===== config.mk =====
export PLATFORM = sky130hd
export DESIGN_NAME = reader_response_frame_parser
export DESIGN_NICKNAME = d
export VERILOG_FILES = /design/src/rrfp_pkg.sv /design/src/reader_response_frame_parser.sv
export VERILOG_INCLUDE_DIRS = /design/src /design/src/src
export SDC_FILE = /design/constraint.sdc
export NUM_CORES = 2
export LEC_CHECK = 0
export BUFFER_PORTS_ARGS = -buffer_cell sky130_fd_sc_hd__buf_4
export CORE_MARGIN = 2
export CORE_UTILIZATION = 50
export CTS_CLUSTER_SIZE = 12
export DETAILED_ROUTE_END_ITERATION = 12
export PLACE_DENSITY = 0.65
export SLEW_MARGIN = 10
export SYNTH_ARGS = -nofsm -noshare
export SYNTH_HDL_FRONTEND = slang
export SYNTH_SLANG_ARGS = --single-unit

===== constraint.sdc =====
create_clock -name clock -period 10.4 [get_ports clock]
set_input_delay 1.04 -clock clock [delete_from_list [all_inputs] [get_ports clock]]
set_output_delay 1.04 -clock clock [all_outputs]
set_load 0.02 [all_outputs]

===== src/reader_response_frame_parser_defines.svh =====
// ----------------------------------------------------------------------------
// Reader response frame parser assertion macros
// Shared concurrent assertion wrappers, compiled out when ASSERT_OFF is set.
// ----------------------------------------------------------------------------
`ifndef READER_RESPONSE_FRAME_PARSER_DEFINES_SVH
`define READER_RESPONSE_FRAME_PARSER_DEFINES_SVH

`ifndef ASSERT_OFF
`define RRFP_ASSERT_IMP(label, ante, cons, msg) \
   label: assert property (@(posedge clock) disable iff (reset) (ante) |-> (cons)) \
      else $error(msg);
`define RRFP_ASSERT_NXT(label, ante, cons, msg) \
   label: assert property (@(posedge clock) disable iff (reset) (ante) |=> (cons)) \
      else $error(msg);
`else
`define RRFP_ASSERT_IMP(label, ante, cons, msg)
`define RRFP_ASSERT_NXT(label, ante, cons, msg)
`endif

`endif


===== src/rrfp_pkg.sv =====
// ----------------------------------------------------------------------------
// Reader response frame parser package
// Frame layout constants, limits and result kind codes.
// ----------------------------------------------------------------------------
`timescale 1ns / 1ps

package rrfp_pkg;

   typedef logic [7:0] octet_type;
   typedef logic [2:0] kind_type;

   localparam int unsigned MAX_FRAME_BYTES = 255;
   localparam int unsigned MAX_ID_BYTES    = 64;

   localparam octet_type HEAD_BYTE    = 8'hAA;
   localparam octet_type END_BYTE     = 8'hDD;
   localparam octet_type CMD_TAG_READ = 8'h22;
   localparam octet_type TYPE_NOTICE  = 8'h02;
   localparam octet_type CMD_WRITE    = 8'h49;
   localparam octet_type CMD_ERROR    = 8'hFF;

   localparam octet_type FRAME_OVERHEAD = 8'd7;
   localparam octet_type ID_OVERHEAD    = 8'd5;
   localparam octet_type ID_START       = 8'd8;

   localparam octet_type POS_TYPE   = 8'd1;
   localparam octet_type POS_CMD    = 8'd2;
   localparam octet_type POS_LEN_HI = 8'd3;
   localparam octet_type POS_LEN_LO = 8'd4;
   localparam octet_type POS_RSSI   = 8'd5;

   localparam kind_type KIND_TAG_ID    = 3'd0;
   localparam kind_type KIND_TAG_EMPTY = 3'd1;
   localparam kind_type KIND_TAG_LONG  = 3'd2;
   localparam kind_type KIND_WRITE_ACK = 3'd3;
   localparam kind_type KIND_ERROR     = 3'd4;

endpackage


===== src/reader_response_frame_parser.sv =====
// A single-result frame shows its beat in the cycle after the end byte is taken.
// A tag read passes through ST_READ, which reads the frame memory, and then
// ST_DATA, which presents the registered id byte once the output is free; each
// further id byte repeats both states. Link bytes are taken one per cycle while
// no tag id readout is running and no result beat is waiting.
// Synchronous reset empties the frame and the output; memory contents stay.
// ----------------------------------------------------------------------------
// Reader response frame parser
// Collects length-prefixed reader frames in a byte memory and emits results.
// ----------------------------------------------------------------------------
`timescale 1ns / 1ps

`include "reader_response_frame_parser_defines.svh"

module reader_response_frame_parser
   import rrfp_pkg::*;
#(
   parameter int unsigned FRAME_LIMIT = MAX_FRAME_BYTES,
   parameter int unsigned ID_LIMIT    = MAX_ID_BYTES
)
(
   input  logic       clock,
   input  logic       reset,
   input  logic       req_valid,
   output logic       req_ready,
   input  logic [7:0] req_rx_byte,
   output logic       rsp_valid,
   input  logic       rsp_ready,
   output logic [2:0] rsp_result_kind,
   output logic [7:0] rsp_payload_byte,
   output logic [7:0] rsp_signal_strength,
   output logic       rsp_last_of_run
);

   localparam logic [1:0] ST_RECV = 2'd0;
   localparam logic [1:0] ST_READ = 2'd1;
   localparam logic [1:0] ST_DATA = 2'd2;

   logic [1:0] state_ff, state_in;
   octet_type  count_ff, count_in;
   octet_type  type_ff, type_in;
   octet_type  cmd_ff, cmd_in;
   octet_type  len_hi_ff, len_hi_in;
   octet_type  plen_ff, plen_in;
   octet_type  total_ff, total_in;
   octet_type  rssi_ff, rssi_in;
   octet_type  rd_ptr_ff, rd_ptr_in;
   octet_type  end_ff, end_in;

   logic       rsp_valid_ff, rsp_valid_in;
   kind_type   kind_ff, kind_in;
   octet_type  payload_ff, payload_in;
   octet_type  strength_ff, strength_in;
   logic       last_ff, last_in;

   octet_type  frame_store [256];
   octet_type  mem_rd_data_ff;
   logic       mem_we;
   logic       mem_rd_en;

   logic       out_free;
   logic       req_take;
   logic [16:0] len_total;
   octet_type  id_len;

   assign out_free  = !rsp_valid_ff || rsp_ready;
   assign req_ready = (state_ff == ST_RECV) && out_free;
   assign req_take  = req_valid && req_ready;
   assign len_total = {1'b0, len_hi_ff, req_rx_byte} + 17'(FRAME_OVERHEAD);
   assign id_len    = plen_ff - ID_OVERHEAD;

   always_comb begin
      state_in    = state_ff;
      count_in    = count_ff;
      type_in     = type_ff;
      cmd_in      = cmd_ff;
      len_hi_in   = len_hi_ff;
      plen_in     = plen_ff;
      total_in    = total_ff;
      rssi_in     = rssi_ff;
      rd_ptr_in   = rd_ptr_ff;
      end_in      = end_ff;
      rsp_valid_in = rsp_valid_ff && !rsp_ready;
      kind_in     = kind_ff;
      payload_in  = payload_ff;
      strength_in = strength_ff;
      last_in     = last_ff;
      mem_we      = 1'b0;
      mem_rd_en   = 1'b0;

      case (state_ff)
         ST_RECV: begin
            if (req_take && (count_ff != 8'd0 || req_rx_byte == HEAD_BYTE)) begin
               mem_we   = 1'b1;
               count_in = count_ff + 8'd1;
               if (count_ff == POS_TYPE) type_in = req_rx_byte;
               if (count_ff == POS_CMD) cmd_in = req_rx_byte;
               if (count_ff == POS_LEN_HI) len_hi_in = req_rx_byte;
               if (count_ff == POS_RSSI) rssi_in = req_rx_byte;
               if (count_ff == POS_LEN_LO) begin
                  plen_in  = req_rx_byte;
                  total_in = len_total[7:0];
                  if (len_total > 17'(FRAME_LIMIT)) begin
                     count_in = 8'd0;
                  end
               end else if (count_ff >= POS_RSSI && count_ff + 8'd1 == total_ff) begin
                  count_in = 8'd0;
                  if (req_rx_byte == END_BYTE) begin
                     if (cmd_ff == CMD_TAG_READ && type_ff == TYPE_NOTICE) begin
                        if (plen_ff <= ID_OVERHEAD) begin
                           rsp_valid_in = 1'b1;
                           kind_in      = KIND_TAG_EMPTY;
                           payload_in   = 8'd0;
                           strength_in  = rssi_ff;
                           last_in      = 1'b1;
                        end else if (id_len > 8'(ID_LIMIT)) begin
                           rsp_valid_in = 1'b1;
                           kind_in      = KIND_TAG_LONG;
                           payload_in   = 8'd0;
                           strength_in  = rssi_ff;
                           last_in      = 1'b1;
                        end else begin
                           rd_ptr_in = ID_START;
                           end_in    = id_len + ID_START - 8'd1;
                           state_in  = ST_READ;
                        end
                     end else if (cmd_ff == CMD_WRITE) begin
                        rsp_valid_in = 1'b1;
                        kind_in      = KIND_WRITE_ACK;
                        payload_in   = 8'd0;
                        strength_in  = 8'd0;
                        last_in      = 1'b1;
                     end else if (cmd_ff == CMD_ERROR) begin
                        rsp_valid_in = 1'b1;
                        kind_in      = KIND_ERROR;
                        payload_in   = rssi_ff;
                        strength_in  = 8'd0;
                        last_in      = 1'b1;
                     end
                  end
               end
            end
         end
         ST_READ: begin
            mem_rd_en = 1'b1;
            state_in  = ST_DATA;
         end
         ST_DATA: begin
            if (out_free) begin
               rsp_valid_in = 1'b1;
               kind_in      = KIND_TAG_ID;
               payload_in   = mem_rd_data_ff;
               strength_in  = rssi_ff;
               last_in      = (rd_ptr_ff == end_ff);
               if (rd_ptr_ff == end_ff) begin
                  state_in = ST_RECV;
               end else begin
                  rd_ptr_in = rd_ptr_ff + 8'd1;
                  state_in  = ST_READ;
               end
            end
         end
         default: begin
            state_in = ST_RECV;
         end
      endcase
   end

   always_ff @(posedge clock) begin
      if (reset) begin
         state_ff     <= ST_RECV;
         count_ff     <= 8'd0;
         rsp_valid_ff <= 1'b0;
      end else begin
         state_ff     <= state_in;
         count_ff     <= count_in;
         rsp_valid_ff <= rsp_valid_in;
      end
   end

   always_ff @(posedge clock) begin
      type_ff     <= type_in;
      cmd_ff      <= cmd_in;
      len_hi_ff   <= len_hi_in;
      plen_ff     <= plen_in;
      total_ff    <= total_in;
      rssi_ff     <= rssi_in;
      rd_ptr_ff   <= rd_ptr_in;
      end_ff      <= end_in;
      kind_ff     <= kind_in;
      payload_ff  <= payload_in;
      strength_ff <= strength_in;
      last_ff     <= last_in;
   end

   // Writes happen only while receiving and reads only during readout, so the
   // two ports never touch the same entry in one cycle.
   always_ff @(posedge clock) begin
      if (mem_we) begin
         frame_store[count_ff] <= req_rx_byte;
      end
      if (mem_rd_en) begin
         mem_rd_data_ff <= frame_store[rd_ptr_ff];
      end
   end

   assign rsp_valid           = rsp_valid_ff;
   assign rsp_result_kind     = kind_ff;
   assign rsp_payload_byte    = payload_ff;
   assign rsp_signal_strength = strength_ff;
   assign rsp_last_of_run     = last_ff;

   `RRFP_ASSERT_IMP(a_ready_only_receiving, req_ready, state_ff == ST_RECV, "ready outside receive")
   `RRFP_ASSERT_IMP(a_count_below_total, count_ff > POS_LEN_LO, count_ff < total_ff, "count passed frame total")
   `RRFP_ASSERT_IMP(a_ptr_in_id_range, state_ff != ST_RECV, rd_ptr_ff >= ID_START && rd_ptr_ff <= end_ff, "read pointer outside id bytes")
   `RRFP_ASSERT_NXT(a_readout_beat, state_ff == ST_DATA && out_free, rsp_valid && rsp_result_kind == KIND_TAG_ID, "id beat not presented")

endmodule


==> run metrics <==
slowest CP cell=nor3_1; initial antenna violation count=3; # port buffers=33; Overall Power=between 0.015 and 0.02 W; utilization after layout=55.64%; part of the cycle the worst path needs=50.48%; min cycle time layout=5.250 ns; cts repair resizes=0; Avg Cell Area, Syn=21.14 sq um; Die W=409.3 microns; Pwr Density=180.3 nW/um^2; via density per instance=6.436; grt total ovfl=0; H-tree lvl count=4; max cap viols=0; Synth Flop Type=edfxtp_1; floorplan core area=163000 sq um; CTS tree=yes; Post-Syn Area=between 80000 and 90000 sq um; effective utilization at floorplan=around 50%; critical path data arrival time=5.77 ns; Slew @ Worst Pin=1.258 ns; Residual DRC=0; Async SR Flop Fraction=0%; Setup CP Type=reg -> reg; FMAX=190.5 MHz; clock-pin slew on the worst setup and hold paths=~0.06 ns; largest area contributor in the netlist=edfxtp_1; clock tree buffer depth=3; row count=about 150; post-CTS setup buffer count=0; CTS Hold Buffers Added=0; final setup fails=0; part of the Yosys area used for sequential elements=77.04%; final std cells w/o fill=6239; CP cell instances=buf_4 > buf_4 > mux4_2 > a22o_1 > a221oi_1 > o22ai_1 > nor3_1 > o221ai_1; Clock Skew=0.04046 ns; worst hold path type=in -> reg; first-pass GRT wire length=290100 microns; filler cell count=12070; Total Wirelength=200400 microns; Unique masters post-synth=61; worst path required time=10.93 ns; CP Capture Type=flip-flop; Top-Level Pins=34; drt pass-1 iters=5; vias in the first global route=around 40000; area grow syn2layout=10.38%; Synth area leaders=edfxtp_1 (77%), mux4_2 (14%), nor2_1 (1.4%), a22oi_1 (1.2%), a22o_1 (0.77%); Peak VDD IR=0.1891 mV; Final ANT Viol Nets=0; Inst Count DP=5914; Worst-Skew Late Latency=0.83 ns; layout cell share with drive strength beyond 1=21.83%; Most common cell on crit path=buf_4; CP Max Fanout=42; DP Wirelength=115900 microns; crit-path max cell delay=1.10 ns; setup_tns=0 ns; most frequent cells in the layout=edfxtp_1 (2100), mux4_2 (512), nor2_1 (302); Initial DRC Count=5111; Worst slew margin=15.49%; status=completed; die height=409.3 microns; number of flops mapped to enable cells by yosys=2100; Buf/Inv on CP=2; post-route setup slack=5.150 ns; routed via count=~40000; final hold violations=0; most common cell after layout, fill and taps aside=edfxtp_1; CTS Sinks=2111; CTS buffer count=207; Synth Instances=3885; multi-input gate area in the final layout=17730 sq um; RSZ-0062 raised after global routing=false; nets@finish=3974; Seq. cell area=63280 sq um; synthesized net count=3911; RD Place Congestion=0.8638; crit-path leading delay family=buffers and inverters; yosys warns=0; #FFs+latches synth=2111; total track usage=24.06%; Root Buffer=clkbuf_16; leak pwr=26.78 nW; Final Max Tran Viols=0; Synth top area share=76.77%; WL/cell=32.12 microns; die area=~170000 sq um; crit path launch type=flip-flop; largest net degree at the start of global routing=158; dpl ws=around 5.0 ns
worst register-to-register path, stage by stage (launching register included):
cell and delay (ns):
edfxtp_1 0.81, buf_4 0.76, buf_4 0.78, mux4_2 0.67, a22o_1 0.20, a221oi_1 0.21, o22ai_1 0.22, nor3_1 1.10
o221ai_1 0.21
synth_stat cells (3+ instances only):
master and number:
mux4_2 512, inv_1 15, o21a_1 3, a211oi_1 4
and2_1 12, buf_4 16, o31ai_1 3, o221ai_1 21
nor4_1 9, or3_1 6, o22ai_1 21, o21ai_0 12
nand3_1 25, a22o_1 72, dfxtp_1 11, nor2b_1 16
buf_6 18, a221oi_1 64, and3_1 6, clkbuf_1 135
a22oi_1 133, nand4b_1 3, edfxtp_1 2100, nand2b_1 15
xnor2_1 15, or4_1 6, buf_1 24, a21oi_1 78
a31oi_1 8, nor3_1 33, nand3b_1 4, xor2_1 22
nand4_1 12, nor3b_1 5, nor2_1 303, o31a_1 3
buf_2 49, ha_1 14, nand2_1 48
cell families (layout without fill, tap and decap cells):
family | count (synthesis) | in the layout | share of synthesized area, %
XOR/XNOR | 37 | 37 | 0.3945
other | 0 | 1 | 0
adder cells (fa/ha/maj) | 14 | 14 | 0.2133
multiplexers | 514 | 514 | 14.06
AND/OR/NAND/NOR | 516 | 516 | 2.849
flip-flops | 2111 | 2111 | 77.04
AO/OA/AOI/OAI | 435 | 435 | 3.948
buffers and inverters | 258 | 436 | 1.493
per-layer routing:
layer	global-route usage, %	share of wire (%)
met4	7.194	2.9
met5	0	0
met1	35.20	40
met3	4.815	9.3
met2	37.05	48
path summary, 6_finish.rpt:
check                           cells after the start                   to  slack [ns]              start
worst max-delay path                                8    mem_rd_data_ff[4]        5.15       rd_ptr_ff[0]
worst min-delay path                                2          count_ff[1]        0.52              reset
worst max register to register                      8    mem_rd_data_ff[4]        5.15       rd_ptr_ff[0]
worst min register to register                      1  rsp_payload_byte[7]        0.56  mem_rd_data_ff[7]
sequential cells by signal, summed over array words and instances, names as in the netlist:
name                 flops
rsp_result_kind          3
rd_ptr_ff                8
rsp_last_of_run          1
type_ff                  7
count_ff                 8
cmd_ff                   7
rssi_ff                  7
len_hi_ff                7
plen_ff                  7
rsp_payload_byte         8
mem_rd_data_ff           8
total_ff                 8
frame_store           2013
rsp_valid                1
end_ff                   8
rsp_signal_strength      8
state_ff                 2
final cells by class:
| class | instances | area share (%) |
|---|---|---|
| sequential | 2111 | 69.80 |
| multi-input combinational | 1516 | 19.55 |
| clock buffer | 268 | 6.013 |
| tap | 2175 | 3.002 |
| timing repair buffer | 97 | 0.9798 |
| clock inverter | 56 | 0.5907 |
| inverter | 15 | 0.06210 |
| antenna | 1 | 0.002760 |
power by group:
group | leakage [nW] | switching (W) | internal [W]
Sequential | 19.0 | 0.0000000881 | 0.00935
Combinational | 4.88 | 0.000155 | 0.0000151
Clock | 2.90 | 0.00307 | 0.00376
through the flow:
step | area [sq um] | hold slack [ns]
3_5_place_dp | 84670 | 0.5405
2_1_floorplan | 82140 | 0.4992
6_report | 90660 | 0.5220
5_1_grt | 90660 | 0.5038
3_3_place_gp | 84670 | 0.5345
4_1_cts | 90660 | 0.4693
Power figures use the tool's default switching activity.
